File: src/rtl/mbw_pkg.sv
package mbw_pkg;

    // Walk phase of the box parser; the unused code behaves as done.
    typedef enum logic [1:0] {
        PH_HEADER = 2'd0,
        PH_BODY   = 2'd1,
        PH_DONE   = 2'd2
    } walk_phase_t;

    // Record kinds.
    localparam logic KIND_BOX  = 1'b0;
    localparam logic KIND_DONE = 1'b1;

    // Reasons carried by a walk finished record.
    localparam logic [2:0] STOP_EXACT_END   = 3'd0;
    localparam logic [2:0] STOP_SHORT_TAIL  = 3'd1;
    localparam logic [2:0] STOP_LARGE_CUT   = 3'd2;
    localparam logic [2:0] STOP_SIZE_SMALL  = 3'd3;
    localparam logic [2:0] STOP_OVERRUN     = 3'd4;

    // Header lengths and special size codes.
    localparam logic [4:0]  HDR_LEN_NORMAL = 5'd8;
    localparam logic [4:0]  HDR_LEN_LARGE  = 5'd16;
    localparam logic [31:0] SIZE_LARGE     = 32'd1;
    localparam logic [31:0] SIZE_TO_END    = 32'd0;

    // Record queue geometry.
    localparam int REC_QUEUE_DEPTH = 4;
    localparam int QPTR_W          = 2;
    localparam int QCNT_W          = 3;

    // Configuration port.
    localparam int         CFG_ADDR_W            = 3;
    localparam logic       CFG_REG_BUFFER_LENGTH = 1'b0;

    // One result record.
    typedef struct packed {
        logic        record_kind;
        logic [31:0] box_type;
        logic [31:0] body_offset;
        logic [31:0] body_length;
        logic [4:0]  header_length;
        logic [31:0] box_count;
        logic [2:0]  stop_reason;
        logic        last_record;
    } rec_t;

    // Records produced by one byte, in order.
    typedef struct packed {
        logic [1:0] n;
        rec_t       rec0;
        rec_t       rec1;
    } push_t;

    // Queue status seen by the walker.
    typedef struct packed {
        logic room_for_two;
    } qstat_t;

endpackage

File: src/rtl/mbw_byte_if.sv
interface mbw_byte_if;
    logic       valid;
    logic       ready;
    logic [7:0] data_byte;
    logic       first_byte;

    modport source (output valid, output data_byte, output first_byte, input ready);
    modport sink   (input valid, input data_byte, input first_byte, output ready);
endinterface

File: src/rtl/mbw_rec_if.sv
interface mbw_rec_if;
    logic        valid;
    logic        ready;
    logic        record_kind;
    logic [31:0] box_type;
    logic [31:0] body_offset;
    logic [31:0] body_length;
    logic [4:0]  header_length;
    logic [31:0] box_count;
    logic [2:0]  stop_reason;
    logic        last_record;

    modport source (
        output valid, output record_kind, output box_type, output body_offset,
        output body_length, output header_length, output box_count,
        output stop_reason, output last_record, input ready
    );
    modport sink (
        input valid, input record_kind, input box_type, input body_offset,
        input body_length, input header_length, input box_count,
        input stop_reason, input last_record, output ready
    );
endinterface

File: src/rtl/mbw_cfg_regs.sv
module mbw_cfg_regs (
    input  logic                            clk,
    input  logic                            rst_n,
    input  logic                            psel,
    input  logic                            penable,
    input  logic                            pwrite,
    input  logic [mbw_pkg::CFG_ADDR_W-1:0]  paddr,
    input  logic [31:0]                     pwdata,
    output logic [31:0]                     prdata,
    output logic                            pready,
    output logic [31:0]                     buffer_length
);
    import mbw_pkg::*;

    logic [31:0] buffer_length_reg;
    logic        wr_en;
    logic        sel_len;

    // Word index decode: the length register is the only one.
    assign sel_len = (paddr[2] == CFG_REG_BUFFER_LENGTH);
    assign wr_en   = psel && penable && pwrite && sel_len;
    assign pready  = 1'b1;

    // Register write at the access phase of a transfer.
    always_ff @(posedge clk or negedge rst_n)
    begin
        if (!rst_n)
        begin
            buffer_length_reg <= '0;
        end
        else if (wr_en)
        begin
            buffer_length_reg <= pwdata;
        end
    end

    // Read back.
    assign prdata        = sel_len ? buffer_length_reg : 32'd0;
    assign buffer_length = buffer_length_reg;

endmodule

File: src/rtl/mbw_rec_queue.sv
module mbw_rec_queue (
    input  logic            clk,
    input  logic            rst_n,
    input  mbw_pkg::push_t  push,
    output mbw_pkg::qstat_t qstat,
    mbw_rec_if.source       records
);
    import mbw_pkg::*;

    rec_t              mem_reg [REC_QUEUE_DEPTH];
    logic [QPTR_W-1:0] wr_ptr_reg;
    logic [QPTR_W-1:0] wr_ptr_next;
    logic [QPTR_W-1:0] rd_ptr_reg;
    logic [QPTR_W-1:0] rd_ptr_next;
    logic [QCNT_W-1:0] count_reg;
    logic [QCNT_W-1:0] count_next;
    logic [QPTR_W-1:0] wr_ptr_plus1;
    logic              pop;
    rec_t              head;

    assign pop          = records.valid && records.ready;
    assign wr_ptr_plus1 = wr_ptr_reg + QPTR_W'(1);
    assign qstat.room_for_two = (count_reg <= QCNT_W'(REC_QUEUE_DEPTH - 2));

    // Pointer and fill bookkeeping.
    always_comb
    begin
        wr_ptr_next = wr_ptr_reg + QPTR_W'(push.n);
        rd_ptr_next = pop ? (rd_ptr_reg + QPTR_W'(1)) : rd_ptr_reg;
        count_next  = count_reg + QCNT_W'(push.n) - QCNT_W'(pop);
    end

    always_ff @(posedge clk or negedge rst_n)
    begin
        if (!rst_n)
        begin
            wr_ptr_reg <= '0;
            rd_ptr_reg <= '0;
            count_reg  <= '0;
        end
        else
        begin
            wr_ptr_reg <= wr_ptr_next;
            rd_ptr_reg <= rd_ptr_next;
            count_reg  <= count_next;
        end
    end

    // Entry storage: up to two records land per cycle.
    always_ff @(posedge clk)
    begin
        if (push.n != 2'd0)
        begin
            mem_reg[wr_ptr_reg] <= push.rec0;
        end
        if (push.n == 2'd2)
        begin
            mem_reg[wr_ptr_plus1] <= push.rec1;
        end
    end

    // Head of the queue drives the result channel.
    assign head                  = mem_reg[rd_ptr_reg];
    assign records.valid         = (count_reg != '0);
    assign records.record_kind   = head.record_kind;
    assign records.box_type      = head.box_type;
    assign records.body_offset   = head.body_offset;
    assign records.body_length   = head.body_length;
    assign records.header_length = head.header_length;
    assign records.box_count     = head.box_count;
    assign records.stop_reason   = head.stop_reason;
    assign records.last_record   = head.last_record;

    // The fill level never passes the depth.
    assert property (@(posedge clk) disable iff (!rst_n)
        count_reg <= QCNT_W'(REC_QUEUE_DEPTH))
        else $error("record queue overfilled");

    // Records are only written when two slots are free.
    assert property (@(posedge clk) disable iff (!rst_n)
        push.n != 2'd0 |-> count_reg <= QCNT_W'(REC_QUEUE_DEPTH - 2))
        else $error("record push without room");

    // Pointers and fill level stay consistent.
    assert property (@(posedge clk) disable iff (!rst_n)
        (count_reg == '0) || (count_reg == QCNT_W'(REC_QUEUE_DEPTH))
        |-> wr_ptr_reg == rd_ptr_reg)
        else $error("record queue pointers out of step");

endmodule

File: src/rtl/mbw_walk_core.sv
module mbw_walk_core #(
    parameter int OFFSET_BITS = 32
) (
    input  logic            clk,
    input  logic            rst_n,
    input  logic [31:0]     buffer_length,
    input  mbw_pkg::qstat_t qstat,
    output mbw_pkg::push_t  push,
    mbw_byte_if.sink        bytes
);
    import mbw_pkg::*;

    // Input register.
    logic                   hold_valid_reg;
    logic [7:0]             hold_byte_reg;
    logic                   hold_first_reg;
    logic                   advance;
    logic                   take;

    // Walk state.
    logic [OFFSET_BITS-1:0] pos_reg,   pos_next;
    logic [OFFSET_BITS-1:0] end_reg,   end_next;
    logic [4:0]             hdr_reg,   hdr_next;
    logic [31:0]            size_reg,  size_next;
    logic [31:0]            type_reg,  type_next;
    logic [63:0]            large_reg, large_next;
    walk_phase_t            phase_reg, phase_next;
    logic [31:0]            count_reg, count_next;

    // Working values.
    logic [OFFSET_BITS-1:0] pos_c, end_c, end_new;
    logic [4:0]             hdr_c, hb1;
    logic [31:0]            size_c, type_c, count_c, count_inc;
    logic [63:0]            large_c;
    walk_phase_t            phase_c;
    logic [63:0]            len64, cur64, room64, total;
    logic [4:0]             hlen;
    logic                   do_check;
    logic [3:0]             t_start, t_next;

    // Header-start test: bit 3 set when the walk ends, low bits give the reason.
    function automatic logic [3:0] header_test(input logic [63:0] c, input logic [63:0] len);
        logic [3:0] r;
        if (c >= len)
        begin
            r = {1'b1, STOP_EXACT_END};
        end
        else if ((len - c) < 64'd8)
        begin
            r = {1'b1, STOP_SHORT_TAIL};
        end
        else
        begin
            r = 4'd0;
        end
        return r;
    endfunction

    function automatic rec_t done_rec(input logic [31:0] at, input logic [31:0] cnt,
                                      input logic [2:0] reason);
        rec_t r;
        r.record_kind   = KIND_DONE;
        r.box_type      = 32'd0;
        r.body_offset   = at;
        r.body_length   = 32'd0;
        r.header_length = 5'd0;
        r.box_count     = cnt;
        r.stop_reason   = reason;
        r.last_record   = 1'b1;
        return r;
    endfunction

    // Handshake: the input register refills whenever its byte moves on.
    assign advance     = hold_valid_reg && qstat.room_for_two;
    assign bytes.ready = !hold_valid_reg || advance;
    assign take        = bytes.valid && bytes.ready;

    always_ff @(posedge clk or negedge rst_n)
    begin
        if (!rst_n)
        begin
            hold_valid_reg <= 1'b0;
        end
        else if (bytes.ready)
        begin
            hold_valid_reg <= bytes.valid;
        end
    end

    always_ff @(posedge clk)
    begin
        if (take)
        begin
            hold_byte_reg  <= bytes.data_byte;
            hold_first_reg <= bytes.first_byte;
        end
    end

    // Length as seen at the offset width.
    assign len64 = 64'(OFFSET_BITS'(buffer_length));

    // One byte of the walk.
    always_comb
    begin
        pos_c   = pos_reg;
        end_c   = end_reg;
        hdr_c   = hdr_reg;
        size_c  = size_reg;
        type_c  = type_reg;
        large_c = large_reg;
        phase_c = phase_reg;
        count_c = count_reg;
        if (hold_first_reg)
        begin
            pos_c   = '0;
            end_c   = '0;
            hdr_c   = '0;
            size_c  = '0;
            type_c  = '0;
            large_c = '0;
            phase_c = PH_HEADER;
            count_c = '0;
        end

        pos_next   = pos_reg;
        end_next   = end_reg;
        hdr_next   = hdr_reg;
        size_next  = size_reg;
        type_next  = type_reg;
        large_next = large_reg;
        phase_next = phase_reg;
        count_next = count_reg;
        push       = '0;

        cur64     = 64'(end_c);
        room64    = len64 - cur64;
        t_start   = header_test(64'd0, len64);
        hb1       = hdr_c + 5'd1;
        total     = 64'd0;
        hlen      = HDR_LEN_NORMAL;
        do_check  = 1'b0;
        count_inc = count_c + 32'd1;
        end_new   = end_c;
        t_next    = 4'd0;

        if (advance)
        begin
            pos_next   = pos_c;
            end_next   = end_c;
            hdr_next   = hdr_c;
            size_next  = size_c;
            type_next  = type_c;
            large_next = large_c;
            phase_next = phase_c;
            count_next = count_c;

            if (phase_c == PH_HEADER && hdr_c == 5'd0 && pos_c == '0 && t_start[3])
            begin
                // The walk ends before the first header.
                push.n     = 2'd1;
                push.rec0  = done_rec(32'd0, count_c, t_start[2:0]);
                phase_next = PH_DONE;
            end
            else
            begin
                case (phase_c)
                    PH_HEADER:
                    begin
                        pos_next = pos_c + OFFSET_BITS'(1);
                        hdr_next = hb1;
                        if (hdr_c < 5'd4)
                        begin
                            size_next = {size_c[23:0], hold_byte_reg};
                        end
                        else if (hdr_c < 5'd8)
                        begin
                            type_next = {type_c[23:0], hold_byte_reg};
                        end
                        else
                        begin
                            large_next = {large_c[55:0], hold_byte_reg};
                        end

                        // Size decode at the end of the short or long header.
                        if (hb1 == HDR_LEN_NORMAL)
                        begin
                            if (size_next == SIZE_LARGE)
                            begin
                                if (room64 < 64'd16)
                                begin
                                    push.n     = 2'd1;
                                    push.rec0  = done_rec(32'(cur64), count_c, STOP_LARGE_CUT);
                                    phase_next = PH_DONE;
                                end
                            end
                            else if (size_next == SIZE_TO_END)
                            begin
                                total    = room64;
                                do_check = 1'b1;
                            end
                            else
                            begin
                                total    = 64'(size_next);
                                do_check = 1'b1;
                            end
                        end
                        else if (hb1 == HDR_LEN_LARGE)
                        begin
                            total    = large_next;
                            hlen     = HDR_LEN_LARGE;
                            do_check = 1'b1;
                        end

                        // Box size checks and the box found record.
                        if (do_check)
                        begin
                            end_new = OFFSET_BITS'(cur64 + total);
                            t_next  = header_test(64'(end_new), len64);
                            if (total < 64'(hlen))
                            begin
                                push.n     = 2'd1;
                                push.rec0  = done_rec(32'(cur64), count_c, STOP_SIZE_SMALL);
                                phase_next = PH_DONE;
                            end
                            else if (total > room64)
                            begin
                                push.n     = 2'd1;
                                push.rec0  = done_rec(32'(cur64), count_c, STOP_OVERRUN);
                                phase_next = PH_DONE;
                            end
                            else
                            begin
                                count_next               = count_inc;
                                push.n                   = 2'd1;
                                push.rec0.record_kind    = KIND_BOX;
                                push.rec0.box_type       = type_next;
                                push.rec0.body_offset    = 32'(cur64 + 64'(hlen));
                                push.rec0.body_length    = 32'(total - 64'(hlen));
                                push.rec0.header_length  = hlen;
                                push.rec0.box_count      = count_inc;
                                push.rec0.stop_reason    = STOP_EXACT_END;
                                push.rec0.last_record    = 1'b1;
                                end_next                 = end_new;
                                if (total == 64'(hlen))
                                begin
                                    // Empty body: the next header is due now.
                                    phase_next = PH_HEADER;
                                    hdr_next   = 5'd0;
                                    size_next  = '0;
                                    type_next  = '0;
                                    large_next = '0;
                                    if (t_next[3])
                                    begin
                                        push.n                = 2'd2;
                                        push.rec0.last_record = 1'b0;
                                        push.rec1  = done_rec(32'(end_new), count_inc,
                                                              t_next[2:0]);
                                        phase_next = PH_DONE;
                                    end
                                end
                                else
                                begin
                                    phase_next = PH_BODY;
                                end
                            end
                        end
                    end

                    PH_BODY:
                    begin
                        pos_next = pos_c + OFFSET_BITS'(1);
                        t_next   = header_test(cur64, len64);
                        if (pos_next == end_c)
                        begin
                            // Last body byte: prepare the next header.
                            phase_next = PH_HEADER;
                            hdr_next   = 5'd0;
                            size_next  = '0;
                            type_next  = '0;
                            large_next = '0;
                            if (t_next[3])
                            begin
                                push.n     = 2'd1;
                                push.rec0  = done_rec(32'(cur64), count_c, t_next[2:0]);
                                phase_next = PH_DONE;
                            end
                        end
                    end

                    default:
                    begin
                        // Walk finished: bytes are dropped until a new buffer.
                    end
                endcase
            end
        end
    end

    // State registers.
    always_ff @(posedge clk or negedge rst_n)
    begin
        if (!rst_n)
        begin
            pos_reg   <= '0;
            end_reg   <= '0;
            hdr_reg   <= '0;
            size_reg  <= '0;
            type_reg  <= '0;
            large_reg <= '0;
            phase_reg <= PH_HEADER;
            count_reg <= '0;
        end
        else
        begin
            pos_reg   <= pos_next;
            end_reg   <= end_next;
            hdr_reg   <= hdr_next;
            size_reg  <= size_next;
            type_reg  <= type_next;
            large_reg <= large_next;
            phase_reg <= phase_next;
            count_reg <= count_next;
        end
    end

    // Nothing is produced without a byte moving through.
    assert property (@(posedge clk) disable iff (!rst_n)
        !advance |-> push.n == 2'd0)
        else $error("record produced without a byte");

    // A pair of records is always a box followed by the end of the walk.
    assert property (@(posedge clk) disable iff (!rst_n)
        push.n == 2'd2 |-> push.rec0.record_kind == KIND_BOX &&
                           push.rec1.record_kind == KIND_DONE &&
                           !push.rec0.last_record && push.rec1.last_record)
        else $error("bad record pair");

    // A body is only skipped after a complete header.
    assert property (@(posedge clk) disable iff (!rst_n)
        phase_reg == PH_BODY |-> (hdr_reg == HDR_LEN_NORMAL || hdr_reg == HDR_LEN_LARGE))
        else $error("body phase without a full header");

endmodule

File: src/rtl/mp4_box_header_walker.sv
// Channel   Role     Handshake      Payload
// bytes     sink     valid/ready    data_byte[7:0], first_byte
// records   source   valid/ready    record_kind, box_type, body_offset, body_length,
//                                   header_length, box_count, stop_reason, last_record
// apb       slave    psel/penable   buffer_length at byte address 0, pready always high
//
// One byte is taken per clock while the record queue has room; a byte is held in the
// input register, and its records are written into the record queue as it moves on.
// A byte may produce two records; the four-entry record queue absorbs them, and the
// input stalls only while fewer than two queue entries are free.
// Reset is asynchronous and active low and leaves the walk at offset zero.
module mp4_box_header_walker #(
    parameter int OFFSET_BITS = 32
) (
    input  logic                            clk,
    input  logic                            rst_n,
    input  logic                            psel,
    input  logic                            penable,
    input  logic                            pwrite,
    input  logic [mbw_pkg::CFG_ADDR_W-1:0]  paddr,
    input  logic [31:0]                     pwdata,
    output logic [31:0]                     prdata,
    output logic                            pready,
    mbw_byte_if.sink                        bytes,
    mbw_rec_if.source                       records
);
    import mbw_pkg::*;

    logic [31:0] buffer_length;
    push_t       push;
    qstat_t      qstat;

    // Configuration register.
    mbw_cfg_regs u_cfg (
        .clk           (clk),
        .rst_n         (rst_n),
        .psel          (psel),
        .penable       (penable),
        .pwrite        (pwrite),
        .paddr         (paddr),
        .pwdata        (pwdata),
        .prdata        (prdata),
        .pready        (pready),
        .buffer_length (buffer_length)
    );

    // Box walker.
    mbw_walk_core #(
        .OFFSET_BITS (OFFSET_BITS)
    ) u_core (
        .clk           (clk),
        .rst_n         (rst_n),
        .buffer_length (buffer_length),
        .qstat         (qstat),
        .push          (push),
        .bytes         (bytes)
    );

    // Record queue toward the output channel.
    mbw_rec_queue u_queue (
        .clk     (clk),
        .rst_n   (rst_n),
        .push    (push),
        .qstat   (qstat),
        .records (records)
    );

endmodule
File: src/flat_wrapper.sv
// flat-port wrapper written by rule: the top's interface ports become plain ports
module mp4_box_header_walker_flat import mbw_pkg::*;
#(
    parameter int OFFSET_BITS = 32
)
  (clk, rst_n, psel, penable, pwrite, paddr, pwdata, prdata, pready, bytes_valid, bytes_data_byte, bytes_first_byte, bytes_ready, records_valid, records_record_kind, records_box_type, records_body_offset, records_body_length, records_header_length, records_box_count, records_stop_reason, records_last_record, records_ready);
  mbw_byte_if bytes_i ();
  mbw_rec_if records_i ();
  input  logic clk;
  input  logic rst_n;
  input  logic psel;
  input  logic penable;
  input  logic pwrite;
  input  logic [mbw_pkg::CFG_ADDR_W-1:0] paddr;
  input  logic [31:0] pwdata;
  output logic [31:0] prdata;
  output logic pready;
  input wire logic [$bits(bytes_i.valid)-1:0] bytes_valid;
  input wire logic [$bits(bytes_i.data_byte)-1:0] bytes_data_byte;
  input wire logic [$bits(bytes_i.first_byte)-1:0] bytes_first_byte;
  output wire logic [$bits(bytes_i.ready)-1:0] bytes_ready;
  output wire logic [$bits(records_i.valid)-1:0] records_valid;
  output wire logic [$bits(records_i.record_kind)-1:0] records_record_kind;
  output wire logic [$bits(records_i.box_type)-1:0] records_box_type;
  output wire logic [$bits(records_i.body_offset)-1:0] records_body_offset;
  output wire logic [$bits(records_i.body_length)-1:0] records_body_length;
  output wire logic [$bits(records_i.header_length)-1:0] records_header_length;
  output wire logic [$bits(records_i.box_count)-1:0] records_box_count;
  output wire logic [$bits(records_i.stop_reason)-1:0] records_stop_reason;
  output wire logic [$bits(records_i.last_record)-1:0] records_last_record;
  input wire logic [$bits(records_i.ready)-1:0] records_ready;
  assign bytes_i.valid = bytes_valid;
  assign bytes_i.data_byte = bytes_data_byte;
  assign bytes_i.first_byte = bytes_first_byte;
  assign bytes_ready = bytes_i.ready;
  assign records_valid = records_i.valid;
  assign records_record_kind = records_i.record_kind;
  assign records_box_type = records_i.box_type;
  assign records_body_offset = records_i.body_offset;
  assign records_body_length = records_i.body_length;
  assign records_header_length = records_i.header_length;
  assign records_box_count = records_i.box_count;
  assign records_stop_reason = records_i.stop_reason;
  assign records_last_record = records_i.last_record;
  assign records_i.ready = records_ready;
  mp4_box_header_walker #(.OFFSET_BITS(OFFSET_BITS)) u_core (.clk(clk), .rst_n(rst_n), .psel(psel), .penable(penable), .pwrite(pwrite), .paddr(paddr), .pwdata(pwdata), .prdata(prdata), .pready(pready), .bytes(bytes_i), .records(records_i));
endmodule
File: config.mk
export PLATFORM = sky130hd
export DESIGN_NAME = mp4_box_header_walker_flat
export DESIGN_NICKNAME = d
export VERILOG_FILES = /design/src/rtl/mbw_pkg.sv /design/src/rtl/mbw_byte_if.sv /design/src/rtl/mbw_rec_if.sv /design/src/rtl/mbw_cfg_regs.sv /design/src/rtl/mbw_rec_queue.sv /design/src/rtl/mbw_walk_core.sv /design/src/rtl/mp4_box_header_walker.sv /design/src/flat_wrapper.sv
export SDC_FILE = /design/constraint.sdc
export NUM_CORES = 2
export LEC_CHECK = 0
export BUFFER_PORTS_ARGS = -buffer_cell sky130_fd_sc_hd__buf_2
export CAP_MARGIN = 30
export CORE_ASPECT_RATIO = 0.7
export CORE_MARGIN = 2
export CORE_UTILIZATION = 35
export CTS_BUF_LIST = sky130_fd_sc_hd__clkbuf_4 sky130_fd_sc_hd__clkbuf_8
export CTS_CLUSTER_SIZE = 12
export DETAILED_ROUTE_END_ITERATION = 10
export GPL_ROUTABILITY_DRIVEN = 0
export GPL_TIMING_DRIVEN = 0
export HOLD_SLACK_MARGIN = 0.1
export PLACE_DENSITY = 0.56
export REMOVE_ABC_BUFFERS = 1
export SETUP_SLACK_MARGIN = 0.3
export SYNTH_ARGS = -nofsm -noshare
export SYNTH_HDL_FRONTEND = slang
export SYNTH_SLANG_ARGS = --single-unit
File: constraint.sdc
create_clock -name clk -period 31 [get_ports clk]
set_input_delay 4.65 -clock clk [delete_from_list [all_inputs] [get_ports clk]]
set_output_delay 4.65 -clock clk [all_outputs]
set_load 0.005 [all_outputs]
; Word level (Yosys, flattened, before mapping)
; Memories as Yosys holds them, arrays and structs flattened.
; Index checks and enable logic that the tools add are counted.
[op_classes]
n_eq_ne = 7
n_reduce_logical = 18
bitwise = 1
muxes = 123
add_sub_neg = 13
n_lt_le_gt_ge = 12
[op_table]
columns = operator, count
row1 = $mux 32, 36
row2 = $mux 64, 16
row3 = $mux 139, 7
row4 = $mux 278, 2
row5 = $mux 138, 4
row6 = $mux 140, 3
row7 = $pmux 140 s2, 1
row8 = $lt 64x4->1 const B, 2
row9 = $pmux 32 s2, 2
row10 = $pmux 64 s2, 1
row11 = $sub 32x32->33, 2
row12 = $add 32x1->32 const B, 2
row13 = $eq 64x5->1, 1
row14 = $ge 32x32->1, 2
row15 = $gt 64x64->1, 1
row16 = $logic_not 32->1, 2
row17 = $lt 64x5->1, 1
row18 = $lt 64x5->1 const B, 1
row19 = $mux 5, 12
row20 = $mux 4, 13
row21 = $add 32x32->32, 1
row22 = $add 32x5->32, 1
row23 = $eq 32x1->1 const B, 1
row24 = $eq 32x32->1, 1
row25 = 28 further kinds, 59
[totals]
elab_cells = 190
n_memories = 1
regBits = 280
out_inout_bits = 173
ram_bits = 552
[memory_table]
columns = memory, words, word_bits, read_ports, rd_clocked_by_memory_dff, wr, line
row1 = u_core.u_queue.mem_reg, 4, 138, 1, 0, 2, mbw_rec_queue.sv:10  ; rec_t mem_reg [REC_QUEUE_DEPTH];

; Logic depth before layout (Yosys ltp)
[logic_depth]
depth_word = 34
depth_mapped = 58
mapped_depth_nobuf = 46

; Cells and area by module
; A second synthesis with hierarchy kept.
[hier_totals]
hier_cells = 5280
area_unflattened_um2 = 56127.6
[by_module_without_submodules]
columns = mod, cells_each, n_inst, area_each_um2
row1 = mbw_walk_core, 3798, 1, 27580.2
row2 = mbw_rec_queue, 1377, 1, 26993.4
row3 = mbw_cfg_regs, 105, 1, 1554.0

; Least setup slack after synthesis
; No wires, ideal clock.
[synth_timing]
kind = register to register
start = reg u_core.u_core.hold_first_reg
end = mem u_core.u_queue.mem_reg[0][0] (netlist name) (enable)
setup_ps = 713
required_ps = 30287
synth_period_minus_slack_ps = 12963
arrival_time_ps = 12250
path_slack_ps = 18037
path_stages_with_launch = 52
path_cell_list = edfxtp_1 > buf_6 > buf_2 > buf_2 > clkbuf_1 > clkbuf_1 > buf_1 > buf_1 > buf_1 > clkbuf_1 > clkbuf_1 > clkbuf_1 > buf_1 > nor2b_1 > ha_1 > nand3_1 > xnor2_1 > and2_1 > (+16 left out) > a21oi_1 > a211o_1 > a22oi_1 > a21oi_1 > or2_1 > clkbuf_1 > a211oi_2 > o21ai_1 > mux2_2 > a2111o_1 > or4_4 > nand3_1 > and2_2 > inv_2 > o21ai_2 > buf_2 > buf_2 > nand2_1
[synth_rtl]
columns = item, line
row1 = "start, declared", mbw_walk_core.sv:16  ; logic hold_first_reg;
row2 = "start signal, assigned", mbw_walk_core.sv:95  ; hold_first_reg <= bytes.first_byte;
row3 = "end, declared", mbw_rec_queue.sv:10

==> qor.yml <==
grt_pass1_vias: 44300
viasPerCell: 6.20
areaGrowthSynthToFinish_pct: 14.2
synth.cell_area_um2: 51200
insertion_delay_ps: 910
hold_buffers: 0
status: "finished clean"
utilization: 0.402
clockRootBuffer: "clkbuf_8"
setup_violations: 0
dieHeight_um: 324
post_drt_wl_per_cell_um: 26.2
yosys_warnings: 0
die-width_um: 461
htree_levels: 4
grt_first_pass_wirelength_um: 295000
holdWs_ps: 448
end_kind: "register"
top_layer_used: "met5"
cts_buffers: 137
path_clk_slew_ps: 60
grt_setup_unrepaired: "no"
synth_top_cell_by_area: "edfxtp_1"
critPathArrivalTime_ps: 16390
drive_gt1_frac: 0.158
max_slew_margin: 0.259
synthTopCellsByArea: "edfxtp_1 (16%), dfrtp_1 (13%), dfxtp_1 (11%), mux4_2 (5.9%), nand2_1 (4.7%)"
cts_tree: "yes"
fp-row-count: 117
clock_path_buffers: 3
core_area_um2: 145000
reg2reg_from: "u_core.u_core.hold_first_reg"
worst_slack_ps: 15170
largest_reg_flops: 540
synth_cell_types: 115
min_to: "u_core.u_queue.mem_reg[1][130]"
yosysTopAreaCellShare: 0.163
synth_flop_cell: "edfxtp_1"
met3_length_um: 22500
rr_endpoint: "u_core.u_queue.mem_reg[3][33]"
fin_cells: 7649
ios: 224
nets: 5789
cp_slowest_cell: "inv_2"
fmax_mhz: 63.2
hold_depth: 2
hp-start: "u_core.u_queue.mem_reg[1][130]"
grtUsageTotal: 0.262
slowest_delay_ps: 970
antenna_found_initial: 5
path_delay_family: "simple AND/OR/NAND/NOR gates"
first_pass_iters: 6
vdd_ir_drop_max_v: 0.0000556
reg2regPathDepth: 39
grt_max_degree: 104
min_period_ps: 15830
startpoint_type: "register"
clkSinkCount: 820
overflow: 0
path_max_fanout: 64
post_cts_resized: 0
worstPathRequired_ps: 31570
vias: 47400
critPathBufInv: 6
synth_cells: 5516
hold_viol_final: 0
async_flop_share: 0.330
finClkSkew_ps: 48.3
drt-met1-wl_um: 88700
power_leakage_nw: 22.1
ys_ff_latch: 820
fp.dieArea_um2: 149000
post_cts_buffers: 0
drc: 0
synth_edf_count: 277
tns_ps: 0
hold_path.class: "reg -> reg"
post-route-period-util: 0.510
power_density_nw_per_um2: 59.3
io_buffers: 217
syn_area_per_cell_um2: 9.27
setup.worst_path.class: "reg -> reg"
worst_pin_slew_ps: 1110
wl_met2_um: 83000
drt_iter0_markers: 6153
ff2ff_setup_slack_ps: 15170
maxCapViolCount: 0
hpwl_um: 144000
preCtsSetupSlack_ps: 15630
synth_seq_area_share: 0.402
report.final.slew_viol_count: 0
routed_wl_um: 200000
floorplan.initialDensity: 0.352
dpl.cell_count: 7394
crit_top_cell: "ha_1"
ant_nets: 0
## cells in the final DEF, fill, tap and decap left out, types with 21 or more instances in the layout
cell type / count
or2_2: 30
or3_1: 31
edfxtp_1: 277
or2_0: 32
nor2b_1: 79
mux2_2: 45
o22ai_1: 212
nand4_1: 65
xor2_1: 61
dfrtp_1: 269
and3_1: 59
clkbuf_4: 61
nor4_1: 51
a22o_1: 187
a21o_1: 70
nand2_1: 626
xnor2_1: 104
buf_16: 39
nor3_1: 108
o2bb2ai_1: 63
o31ai_1: 142
a21oi_1: 359
nand2b_1: 33
mux4_2: 135
o21ai_0: 322
o21ai_1: 21
and2_1: 35
buf_2: 224
a211oi_1: 22
buf_12: 32
inv_1: 124
o211ai_1: 31
ha_1: 158
nor2_1: 247
dfxtp_1: 272
mux2i_1: 54
o21a_1: 32
clkbuf_8: 153
nand3_1: 307
a31oi_1: 38
## power breakdown
group          switching (mW)  total [mW]  internal, mW
clock                   0.492        1.06         0.566
combinational           0.695        1.14         0.446
sequential              0.109        1.26          1.15
total                    1.30        3.46          2.17
## through the flow
stage | area [µm²] | power (mW)
after detailed placement | 55400 | 2.40
after floorplan | 49300 | 1.94
after CTS | 58300 | 3.46
after global placement | 52800 | 2.38
final | 58400 | 3.46
after global routing | 58400 | 3.61
## routing by layer
layer | vias to the layer above | track usage
li1 | 21000 | -
met1 | 23500 | 0.387
met2 | 2615 | 0.369
met3 | 309 | 0.0652
met4 | 6 | 0.0846
met5 | - | 0
## area by class of cell
cell class | instances | area, µm²
well taps | 1963 | 2460
multi-input cells | 4136 | 28500
repair buffers | 350 | 3460
clock inverters | 34 | 357
fillers | 14400 | 86800
flip-flops and latches | 820 | 20600
clock buffers | 214 | 2560
diodes | 2 | 5.00
inverters | 130 | 498
## cells by family after synthesis
kind of cell             count (synthesis)  synth area share
AND/OR/NAND/NOR                       1843             0.177
other                                    2          0.000147
adder cells (fa/ha/maj)                172            0.0424
multiplexers                           234            0.0799
XOR/XNOR                               168            0.0296
AO/OA/AOI/OAI                         1715             0.224
flip-flops                             820             0.402
buffers and inverters                  562            0.0459
## worst register-to-register path: cells and delay by family, from the launching register on
kind	cells	cell delay, ps
XOR/XNOR	2	800
flip-flops	1	750
multiplexers	1	170
AO/OA/AOI/OAI	12	4570
AND/OR/NAND/NOR	15	4980
buffers and inverters	6	2920
adder cells (fa/ha/maj)	3	1260
## how the worst max path moves through the flow
stage                                       from  cells after the start                       endpoint  slack [ps]
finish              u_core.u_core.hold_first_reg                     39  u_core.u_queue.mem_reg[3][33]       15170
floorplan           u_core.u_core.hold_first_reg                     36   u_core.u_queue.mem_reg[0][0]       10400
CTS                 u_core.u_core.hold_first_reg                     39  u_core.u_queue.mem_reg[3][32]       15580
global route            u_core.u_core.hdr_reg[3]                     37  u_core.u_queue.mem_reg[3][35]       14780
detailed placement  u_core.u_core.hold_first_reg                     39  u_core.u_queue.mem_reg[3][75]       15630
global placement    u_core.u_core.hold_first_reg                     25  u_core.u_queue.mem_reg[2][29]      -12300
## synthesized netlist by cell type, types with 79 or more instances
cell and number:
nand3_1 308, nor2b_1 79, xnor2_1 104, nor3_1 111
nor2_1 257, a22o_1 187, nand2_1 634, mux4_2 135
ha_1 158, o31ai_1 143, clkbuf_1 286, o21ai_0 322
edfxtp_1 277, inv_1 128, o22ai_1 212, dfxtp_1 272
a21oi_1 361, dfrtp_1 271
No activity file was read; power rests on OpenSTA's default activity.
